<file path="config.mk">
export PLATFORM = sky130hd
export DESIGN_NAME = mandelbrot_escape_iteration_top
export DESIGN_NICKNAME = d
export VERILOG_FILES = /design/src/rtl/core/mei_pkg.sv /design/src/rtl/core/mandelbrot_escape_iteration_top.sv /design/src/rtl/core/mei_datapath.sv /design/src/rtl/core/mei_ctrl.sv
export SDC_FILE = /design/constraint.sdc
export NUM_CORES = 2
export LEC_CHECK = 0
export CORE_MARGIN = 5
export CORE_UTILIZATION = 45
export DETAILED_ROUTE_END_ITERATION = 10
export DONT_BUFFER_PORTS = 1
export GPL_ROUTABILITY_DRIVEN = 0
export PLACE_DENSITY = 0.71
export SYNTH_ARGS = -nofsm -noshare
export SYNTH_HDL_FRONTEND = slang
export SYNTH_SLANG_ARGS = --single-unit
</file>
<file path="constraint.sdc">
create_clock -name clk -period 13.85 [get_ports clk]
set_input_delay 2.77 -clock clk [delete_from_list [all_inputs] [get_ports clk]]
set_output_delay 2.77 -clock clk [all_outputs]
set_load 0.01 [all_outputs]
</file>
<file path="src/rtl/core/mei_pkg.sv">
// Shared types, codes and constants for the Mandelbrot escape iteration block.
package mei_pkg;

	localparam int COUNT_W = 11;
	localparam int SHADE_W = 4;
	localparam int DATA_W = 32;
	localparam int PADDR_W = 3;

	localparam logic [COUNT_W-1:0] MAX_ITER_RESET = 11'd256;
	localparam int ESCAPE_MULT = 4;
	localparam int SHADE_TOP = 10;
	localparam int FIRST_THRESHOLD = 2;

	localparam logic REG_MAX_ITER = 1'b0;

	localparam logic [1:0] MUL_ZR_ZI = 2'd0;
	localparam logic [1:0] MUL_ZR_ZR = 2'd1;
	localparam logic [1:0] MUL_ZI_ZI = 2'd2;

	typedef struct packed {
		logic       load;
		logic [1:0] mul_sel;
		logic       upd_zr;
		logic       upd_zi;
		logic       upd_zr2;
		logic       upd_zi2;
		logic       finish;
	} mei_cmd_t;

	typedef struct packed {
		logic done;
	} mei_status_t;

	function automatic logic [SHADE_W-1:0] shade_of(input logic [31:0] count,
			input logic [31:0] limit);
		logic [SHADE_W-1:0] band;
		band = SHADE_W'(1);
		if (count >= limit) begin
			band = '0;
		end else begin
			for (int k = 0; k < SHADE_TOP - 1; k++) begin
				if (count > (32'(FIRST_THRESHOLD) << k)) begin
					band = band + SHADE_W'(1);
				end
			end
		end
		return band;
	endfunction

endpackage

</file>
<file path="src/rtl/core/mandelbrot_escape_iteration_top.sv">
// Top level of the Mandelbrot escape iteration block with its configuration port.
//
// A point c (c_real, c_imag, signed fixed point) is transferred on the point
// channel when point_valid is high and point_stall is low. The block iterates
// z = z*z + c from zero until |z|^2 reaches 4.0 or the count reaches the
// limit held in register max_iterations (clamped to ITER_LIMIT_MAX, byte address 0, reset value 256).
// The result (iteration_count, shade_index) is transferred on the result
// channel when result_valid is high and result_stall is low.
// Each iteration steps through the states test, zi, zr2 and zi2, set by the
// single shared multiplier that forms zr*zi, zr*zr and zi*zi in turn. The next
// point can be transferred in the same cycle that the result first shows valid.
// Points are worked on one at a time.
// The result sits in an output register, so a new point is taken while an
// earlier result waits. If the receiver stalls, a finished point holds in
// the test step until the output register is free.
// Reset clears the controller and the result valid and sets max_iterations
// to 256. Write max_iterations only while the block is idle.
module mandelbrot_escape_iteration_top #(
	parameter int ITER_LIMIT_MAX = 1024,
	parameter int FRACTION_BITS = 16
) (
	input  logic                          clk,
	input  logic                          arst_n,
	input  logic                          psel,
	input  logic                          penable,
	input  logic                          pwrite,
	input  logic [mei_pkg::PADDR_W-1:0]   paddr,
	input  logic [mei_pkg::DATA_W-1:0]    pwdata,
	output logic [mei_pkg::DATA_W-1:0]    prdata,
	output logic                          pready,
	input  logic                          point_valid,
	output logic                          point_stall,
	input  logic signed [31:0]            c_real,
	input  logic signed [31:0]            c_imag,
	output logic                          result_valid,
	input  logic                          result_stall,
	output logic [mei_pkg::COUNT_W-1:0]   iteration_count,
	output logic [mei_pkg::SHADE_W-1:0]   shade_index
);
	import mei_pkg::*;

	logic [COUNT_W-1:0] max_iter_q;
	logic reg_sel;
	mei_cmd_t cmd;
	mei_status_t status;

	assign pready = 1'b1;
	assign reg_sel = (paddr[PADDR_W-1:2] == REG_MAX_ITER);

	always_ff @(posedge clk or negedge arst_n) begin
		if (!arst_n) begin
			max_iter_q <= MAX_ITER_RESET;
		end else if (psel && penable && pwrite && pready && reg_sel) begin
			max_iter_q <= pwdata[COUNT_W-1:0];
		end
	end

	assign prdata = reg_sel ? {{(DATA_W-COUNT_W){1'b0}}, max_iter_q} : '0;

	mei_ctrl u_ctrl (
		.clk          (clk),
		.arst_n       (arst_n),
		.point_valid  (point_valid),
		.point_stall  (point_stall),
		.result_valid (result_valid),
		.result_stall (result_stall),
		.status       (status),
		.cmd          (cmd)
	);

	mei_datapath #(
		.ITER_LIMIT_MAX (ITER_LIMIT_MAX),
		.FRACTION_BITS  (FRACTION_BITS)
	) u_datapath (
		.clk             (clk),
		.cmd             (cmd),
		.status          (status),
		.max_iterations  (max_iter_q),
		.c_real          (c_real),
		.c_imag          (c_imag),
		.iteration_count (iteration_count),
		.shade_index     (shade_index)
	);

endmodule

</file>
<file path="src/rtl/core/mei_datapath.sv">
// Datapath: point registers, shared fixed-point multiplier, counter and result register.
module mei_datapath #(
	parameter int ITER_LIMIT_MAX = 1024,
	parameter int FRACTION_BITS = 16
) (
	input  logic                         clk,
	input  mei_pkg::mei_cmd_t            cmd,
	output mei_pkg::mei_status_t         status,
	input  logic [mei_pkg::COUNT_W-1:0]  max_iterations,
	input  logic signed [31:0]           c_real,
	input  logic signed [31:0]           c_imag,
	output logic [mei_pkg::COUNT_W-1:0]  iteration_count,
	output logic [mei_pkg::SHADE_W-1:0]  shade_index
);
	import mei_pkg::*;

	localparam int LIMIT_W = $clog2(ITER_LIMIT_MAX + 1);
	localparam logic [31:0] ESC_BOUND = 32'(ESCAPE_MULT) << FRACTION_BITS;

	logic signed [31:0] cr_q, ci_q, zr_q, zi_q, zr2_q, zi2_q, p_q;
	logic [LIMIT_W-1:0] count_q, limit_q;
	logic signed [31:0] mul_a, mul_b;
	logic signed [63:0] prod;
	logic [31:0] mag, limit_sel, cnt32, lim32;

	always_comb begin
		case (cmd.mul_sel)
			MUL_ZR_ZR: begin
				mul_a = zr_q;
				mul_b = zr_q;
			end
			MUL_ZI_ZI: begin
				mul_a = zi_q;
				mul_b = zi_q;
			end
			default: begin
				mul_a = zr_q;
				mul_b = zi_q;
			end
		endcase
	end

	assign prod = mul_a * mul_b;
	assign mag = zr2_q + zi2_q;
	assign cnt32 = 32'(count_q);
	assign lim32 = 32'(limit_q);
	assign limit_sel = ({21'b0, max_iterations} > 32'(ITER_LIMIT_MAX)) ?
		32'(ITER_LIMIT_MAX) : {21'b0, max_iterations};
	assign status.done = (count_q >= limit_q) || (!mag[31] && (mag >= ESC_BOUND));

	always_ff @(posedge clk) begin
		p_q <= prod[FRACTION_BITS+31:FRACTION_BITS];
		if (cmd.load) begin
			cr_q <= c_real;
			ci_q <= c_imag;
			zr_q <= '0;
			zi_q <= '0;
			zr2_q <= '0;
			zi2_q <= '0;
			count_q <= '0;
			limit_q <= limit_sel[LIMIT_W-1:0];
		end else begin
			if (cmd.upd_zr) begin
				zr_q <= zr2_q - zi2_q + cr_q;
			end
			if (cmd.upd_zi) begin
				zi_q <= {p_q[30:0], 1'b0} + ci_q;
			end
			if (cmd.upd_zr2) begin
				zr2_q <= p_q;
			end
			if (cmd.upd_zi2) begin
				zi2_q <= p_q;
				count_q <= count_q + LIMIT_W'(1);
			end
		end
		if (cmd.finish) begin
			iteration_count <= cnt32[COUNT_W-1:0];
			shade_index <= shade_of(cnt32, lim32);
		end
	end

endmodule

</file>
<file path="src/rtl/core/mei_ctrl.sv">
// Controller: state machine that sequences the four phases of each iteration.
module mei_ctrl (
	input  logic                  clk,
	input  logic                  arst_n,
	input  logic                  point_valid,
	output logic                  point_stall,
	output logic                  result_valid,
	input  logic                  result_stall,
	input  mei_pkg::mei_status_t  status,
	output mei_pkg::mei_cmd_t     cmd
);
	import mei_pkg::*;

	localparam logic [2:0] ST_IDLE = 3'd0;
	localparam logic [2:0] ST_TEST = 3'd1;
	localparam logic [2:0] ST_ZI   = 3'd2;
	localparam logic [2:0] ST_ZR2  = 3'd3;
	localparam logic [2:0] ST_ZI2  = 3'd4;

	logic [2:0] state_q, state_d;
	logic valid_q;
	logic out_free;

	assign point_stall = (state_q != ST_IDLE);
	assign result_valid = valid_q;
	assign out_free = !(valid_q && result_stall);

	always_comb begin
		cmd = '0;
		cmd.mul_sel = MUL_ZR_ZI;
		state_d = state_q;
		unique case (state_q)
			ST_IDLE: begin
				if (point_valid) begin
					cmd.load = 1'b1;
					state_d = ST_TEST;
				end
			end
			ST_TEST: begin
				if (status.done) begin
					if (out_free) begin
						cmd.finish = 1'b1;
						state_d = ST_IDLE;
					end
				end else begin
					cmd.mul_sel = MUL_ZR_ZI;
					cmd.upd_zr = 1'b1;
					state_d = ST_ZI;
				end
			end
			ST_ZI: begin
				cmd.mul_sel = MUL_ZR_ZR;
				cmd.upd_zi = 1'b1;
				state_d = ST_ZR2;
			end
			ST_ZR2: begin
				cmd.mul_sel = MUL_ZI_ZI;
				cmd.upd_zr2 = 1'b1;
				state_d = ST_ZI2;
			end
			ST_ZI2: begin
				cmd.upd_zi2 = 1'b1;
				state_d = ST_TEST;
			end
			default: begin
				state_d = ST_IDLE;
			end
		endcase
	end

	always_ff @(posedge clk or negedge arst_n) begin
		if (!arst_n) begin
			state_q <= ST_IDLE;
			valid_q <= 1'b0;
		end else begin
			state_q <= state_d;
			if (cmd.finish) begin
				valid_q <= 1'b1;
			end else if (!result_stall) begin
				valid_q <= 1'b0;
			end
		end
	end

endmodule
</file>
==> out/results.env <==
CLK_LATENCY_NS=0.58
CTS_MADE_BUFFERS=29
SYNTHDOMINANTCELLAREASHARE=0.3933
ANTENNA_LEFT=0
NETLIST-CELL-TYPE-COUNT=83
CPLARGESTDELAYFAMILY='adder cells'
PWR_DENS_mW_PER_MM2=172.7
PLACED_CELL_COUNT=6181
HPWL_AFTER_DPL_UM=100600
SYNTH_ENABLE_FLOP_CELLS=90
CRITPATHBUFINV=5
CLOCK-SINKS=276
YS_SEQ_AREA_FRAC=0.1465
SYNTHTOPCELLSBYAREA='sky130_fd_sc_hd__fa_1 (39%), sky130_fd_sc_hd__ha_1 (8.6%), sky130_fd_sc_hd__inv_1 (8.4%), sky130_fd_sc_hd__dfxtp_1 (7.7%), sky130_fd_sc_hd__nand2_1 (7.4%)'
DESIGN.DIE.AREA_MM2=0.1050
CORE_REGION_AREA_MM2=0.09813
SYNTH_CELLS=5034
MAXCAPVIOLCOUNT=0
HOLD_BUF_COUNT_CTS=0
HIGHEST_DELAY_CELL_ALONG_THE_CRITICAL_PATH='sky130_fd_sc_hd__inv_2'
SYNTH-SEQ-CELLS=276
ASYNC_FLOP_SHARE=0.05435
CRITPATHLAUNCHTYPE='flip-flop'
AREAGROWTHSYNTHTOFINISH_PCT=5.150
GR-TOTAL-OVERFLOW=0
IO_BUFFER_COUNT=0
MULTI_INPUT_COMB_AREA_MM2=0.03332
FINAL.SETUP_SKEW_NS=0.01146
CTS.REPORTEDPATHS.CLKPINSLEW_NS=0.07
TIMING.FMAX_MHz=85.00
GRT_ANTENNA_BEFORE_REPAIR=4
FLOORPLAN.INITIALDENSITY=0.4523
CPMOSTUSEDCELL='sky130_fd_sc_hd__fa_1'
GR-USAGE-ALL-LAYERS=0.2478
SYNTHDOMINANTAREACELLTYPE='sky130_fd_sc_hd__fa_1'
REQUIRED_TIME_AT_THE_WORST_SLACK_ENDPOINT_NS=14.33
TIMING.HOLD.WORST.CLASS='reg2reg'
STANDARD_CELL_ROWS=115
CTSLONGESTPATHBUFFERS=3
SETUP_VIOL=0
IR_DROP_mV=0.1141
DRV_SLEW=0
WORST-SLEW-PIN-TRANSITION_NS=1.221
STATUS='complete, no violations'
CPPEAKSTAGEDELAY_NS=0.91
CLK_ROOT_BUFFER_CELL='sky130_fd_sc_hd__clkbuf_16'
HTREE_LEVELS=1
WORST_SLEW_MARGIN_REL=0.1841
FINISH.CELL_COUNT_WITHOUT_FILLERS=6237
DIE-HEIGHT_UM=324.1
SYNTHESIS.YOSYS.WARNINGS=0
YOSYSMOSTFREQUENTCELL='sky130_fd_sc_hd__inv_1'
FILLERINSTANCES=9181
SYN_AVG_CELL_AREA_UM2=8.817
SYNTH-MAIN-FF-CELL='sky130_fd_sc_hd__dfxtp_1'
SYNTH_TOP_CELLS_BY_COUNT='sky130_fd_sc_hd__inv_1 (997), sky130_fd_sc_hd__nand2_1 (876), sky130_fd_sc_hd__fa_1 (872)'
LEAKAGEPOWER_nW=22.11
WORST-ENDPOINT-ARRIVAL_NS=12.24
FIRST_GLOBAL_VIAS=35540
PRE_CTS_SLACK_NS=2.343
DRT-PASS1-ITER-COUNT=6
DETAIL_ROUTE.DRC_VIOLATIONS=0
SEQCELLAREA_MM2=0.006502
DIE_WIDTH_UM=324.1
WORST-PATH-MAX-FANOUT=44
WORSTSETUPENDPOINTTYPE='flip-flop'
DR.FIRST_ITER.DRC_COUNT=2823
CTS_SETUP_BUFFERS=0
MAXIMUM_NUMBER_OF_PINS_ON_ONE_NET_BEFORE_GLOBAL_ROUTE_REPAIR=136
ROUTE.DETAILED.VIAS_PER_INST=5.476
PLACED_CELL_AREA_MM2=0.04566
DESIGN.PORTCOUNT=156
POSTCTSRESIZEDCELLS=0
SETUP-TNS-FINAL_NS=0
WIRE_PER_INST_UM=20.49
NETLIST_AREA_MM2=0.04438
FINAL_CELL_AREA_MM2=0.04667
DR_TOTAL_VIAS=34160
WORST_SLACK_NS=2.085
CTS_TREE='built'
GRT_PASS1_WL_UM=201800
NUM-NETS-FINAL=6209
FINAL_PERIOD_MINUS_WORST_SETUP_SLACK_NS=11.76
FINAL_MIN_PERIOD_OVER_CLOCK_PERIOD=0.8494
FINAL_LAYOUT_SIZE_SUFFIX_GT1_FRAC=0.03355
GRT_SETUP_UNREPAIRED='false'
WORSTSETUPPATHTYPE='reg2reg'
REPORT.FINAL.HOLD_VIOL_COUNT=0
WL_UM=127800
[cell type report]
type                    count  area share
clock inverters            16    0.003914
clock buffers              38     0.01756
multi-input cells        3554      0.7139
flip-flops and latches    276      0.1393
repair buffers             62    0.009973
inverters                1002     0.08075
diodes                      2   0.0001072
well taps                1287     0.03450
[cells in the final DEF, fill, tap and decap left out, types with 12 or more instances in the layout]
master,instances
sky130_fd_sc_hd__dfrtp_1,14
sky130_fd_sc_hd__xor2_1,42
sky130_fd_sc_hd__a211oi_1,13
sky130_fd_sc_hd__nand2b_1,24
sky130_fd_sc_hd__inv_1,997
sky130_fd_sc_hd__nor2b_1,47
sky130_fd_sc_hd__edfxtp_1,90
sky130_fd_sc_hd__nor2_1,539
sky130_fd_sc_hd__nand2_1,876
sky130_fd_sc_hd__mux2i_1,54
sky130_fd_sc_hd__xnor2_1,101
sky130_fd_sc_hd__and2_1,28
sky130_fd_sc_hd__o21ai_0,66
sky130_fd_sc_hd__ha_1,306
sky130_fd_sc_hd__nor3_1,40
sky130_fd_sc_hd__conb_1,22
sky130_fd_sc_hd__buf_4,62
sky130_fd_sc_hd__a21o_1,50
sky130_fd_sc_hd__o211ai_1,12
sky130_fd_sc_hd__clkbuf_16,29
sky130_fd_sc_hd__nand3_1,26
sky130_fd_sc_hd__mux2_2,16
sky130_fd_sc_hd__fa_1,872
sky130_fd_sc_hd__a21oi_1,198
sky130_fd_sc_hd__dfxtp_1,171
sky130_fd_sc_hd__o21a_1,26
sky130_fd_sc_hd__and3_1,19
[kinds of logic (layout without fill, tap and decap cells)]
group | after synthesis | in the layout | share of synthesized area
adders and majority gates | 1178 | 1178 | 0.4796
other | 2 | 24 | 0.0001692
and+or+nand+nor | 1667 | 1667 | 0.1547
muxes | 80 | 80 | 0.01849
buffers and inverters | 1224 | 1118 | 0.1063
AOI/OAI and AO/OA | 462 | 462 | 0.06532
DFF | 276 | 276 | 0.1465
xor gates and xnor gates | 145 | 145 | 0.02895
[flip-flops by register name, summed over array words and instances, names as in the netlist]
name	flops
u_datapath.zr_q	32
u_ctrl.result_valid	1
u_datapath.shade_index	4
u_datapath.ci_q	32
u_datapath.cr_q	32
u_datapath.zr2_q	32
u_datapath.iteration_count	11
u_datapath.limit_q	11
u_datapath.zi2_q	32
u_datapath.p_q	32
u_datapath.count_q	11
u_datapath.zi_q	32
max_iter_q	11
u_ctrl.state_q	3
[per-stage QoR]
| step | utilization | power, mW | hold slack [ns] |
|---|---|---|---|
| after global placement | 0.4653 | 7.036 | 0.4556 |
| final | 0.4756 | 8.059 | 0.4719 |
| after CTS | 0.4755 | 8.015 | 0.4730 |
| after detailed placement | 0.4653 | 7.117 | 0.4638 |
| after global routing | 0.4755 | 8.709 | 0.5009 |
| after floorplan | - | 5.307 | 0.4321 |
[where the power goes]
group	total [mW]	switching, mW	internal (mW)
clock	0.827	0.351	0.476
sequential	1.33	0.219	1.11
combinational	5.90	3.74	2.16
[worst paths after layout]
check	slack, ns	cells after the start	from	end
max reg2reg	2.09	28	u_ctrl.state_q[0]	u_datapath.p_q[31]
min reg2reg	0.47	2	u_datapath.zi2_q[31]	u_datapath.zi2_q[31]
min	0.47	2	u_datapath.zi2_q[31]	u_datapath.zi2_q[31]
max in group asynchronous	11.81	0	arst_n	max_iter_q[8]
max	2.09	28	u_ctrl.state_q[0]	u_datapath.p_q[31]
min in group asynchronous	1.87	0	arst_n	u_ctrl.result_valid
[layer usage]
layer / track usage / up-vias / wire, um
li1: - / 14950 / -
met1: 0.3230 / 17080 / 49550
met2: 0.3953 / 1702 / 57150
met3: 0.06526 / 417 / 14030
met4: 0.1040 / 4 / 7057
met5: 0 / - / 29
[worst min-delay path: cells and delay by family, from the launching register on]
| family | cells | cell delay [ns] |
|---|---|---|
| flops | 1 | 0.32 |
| simple gates | 1 | 0.05 |
| compound gates | 1 | 0.05 |
Power figures use the tool's default switching activity.
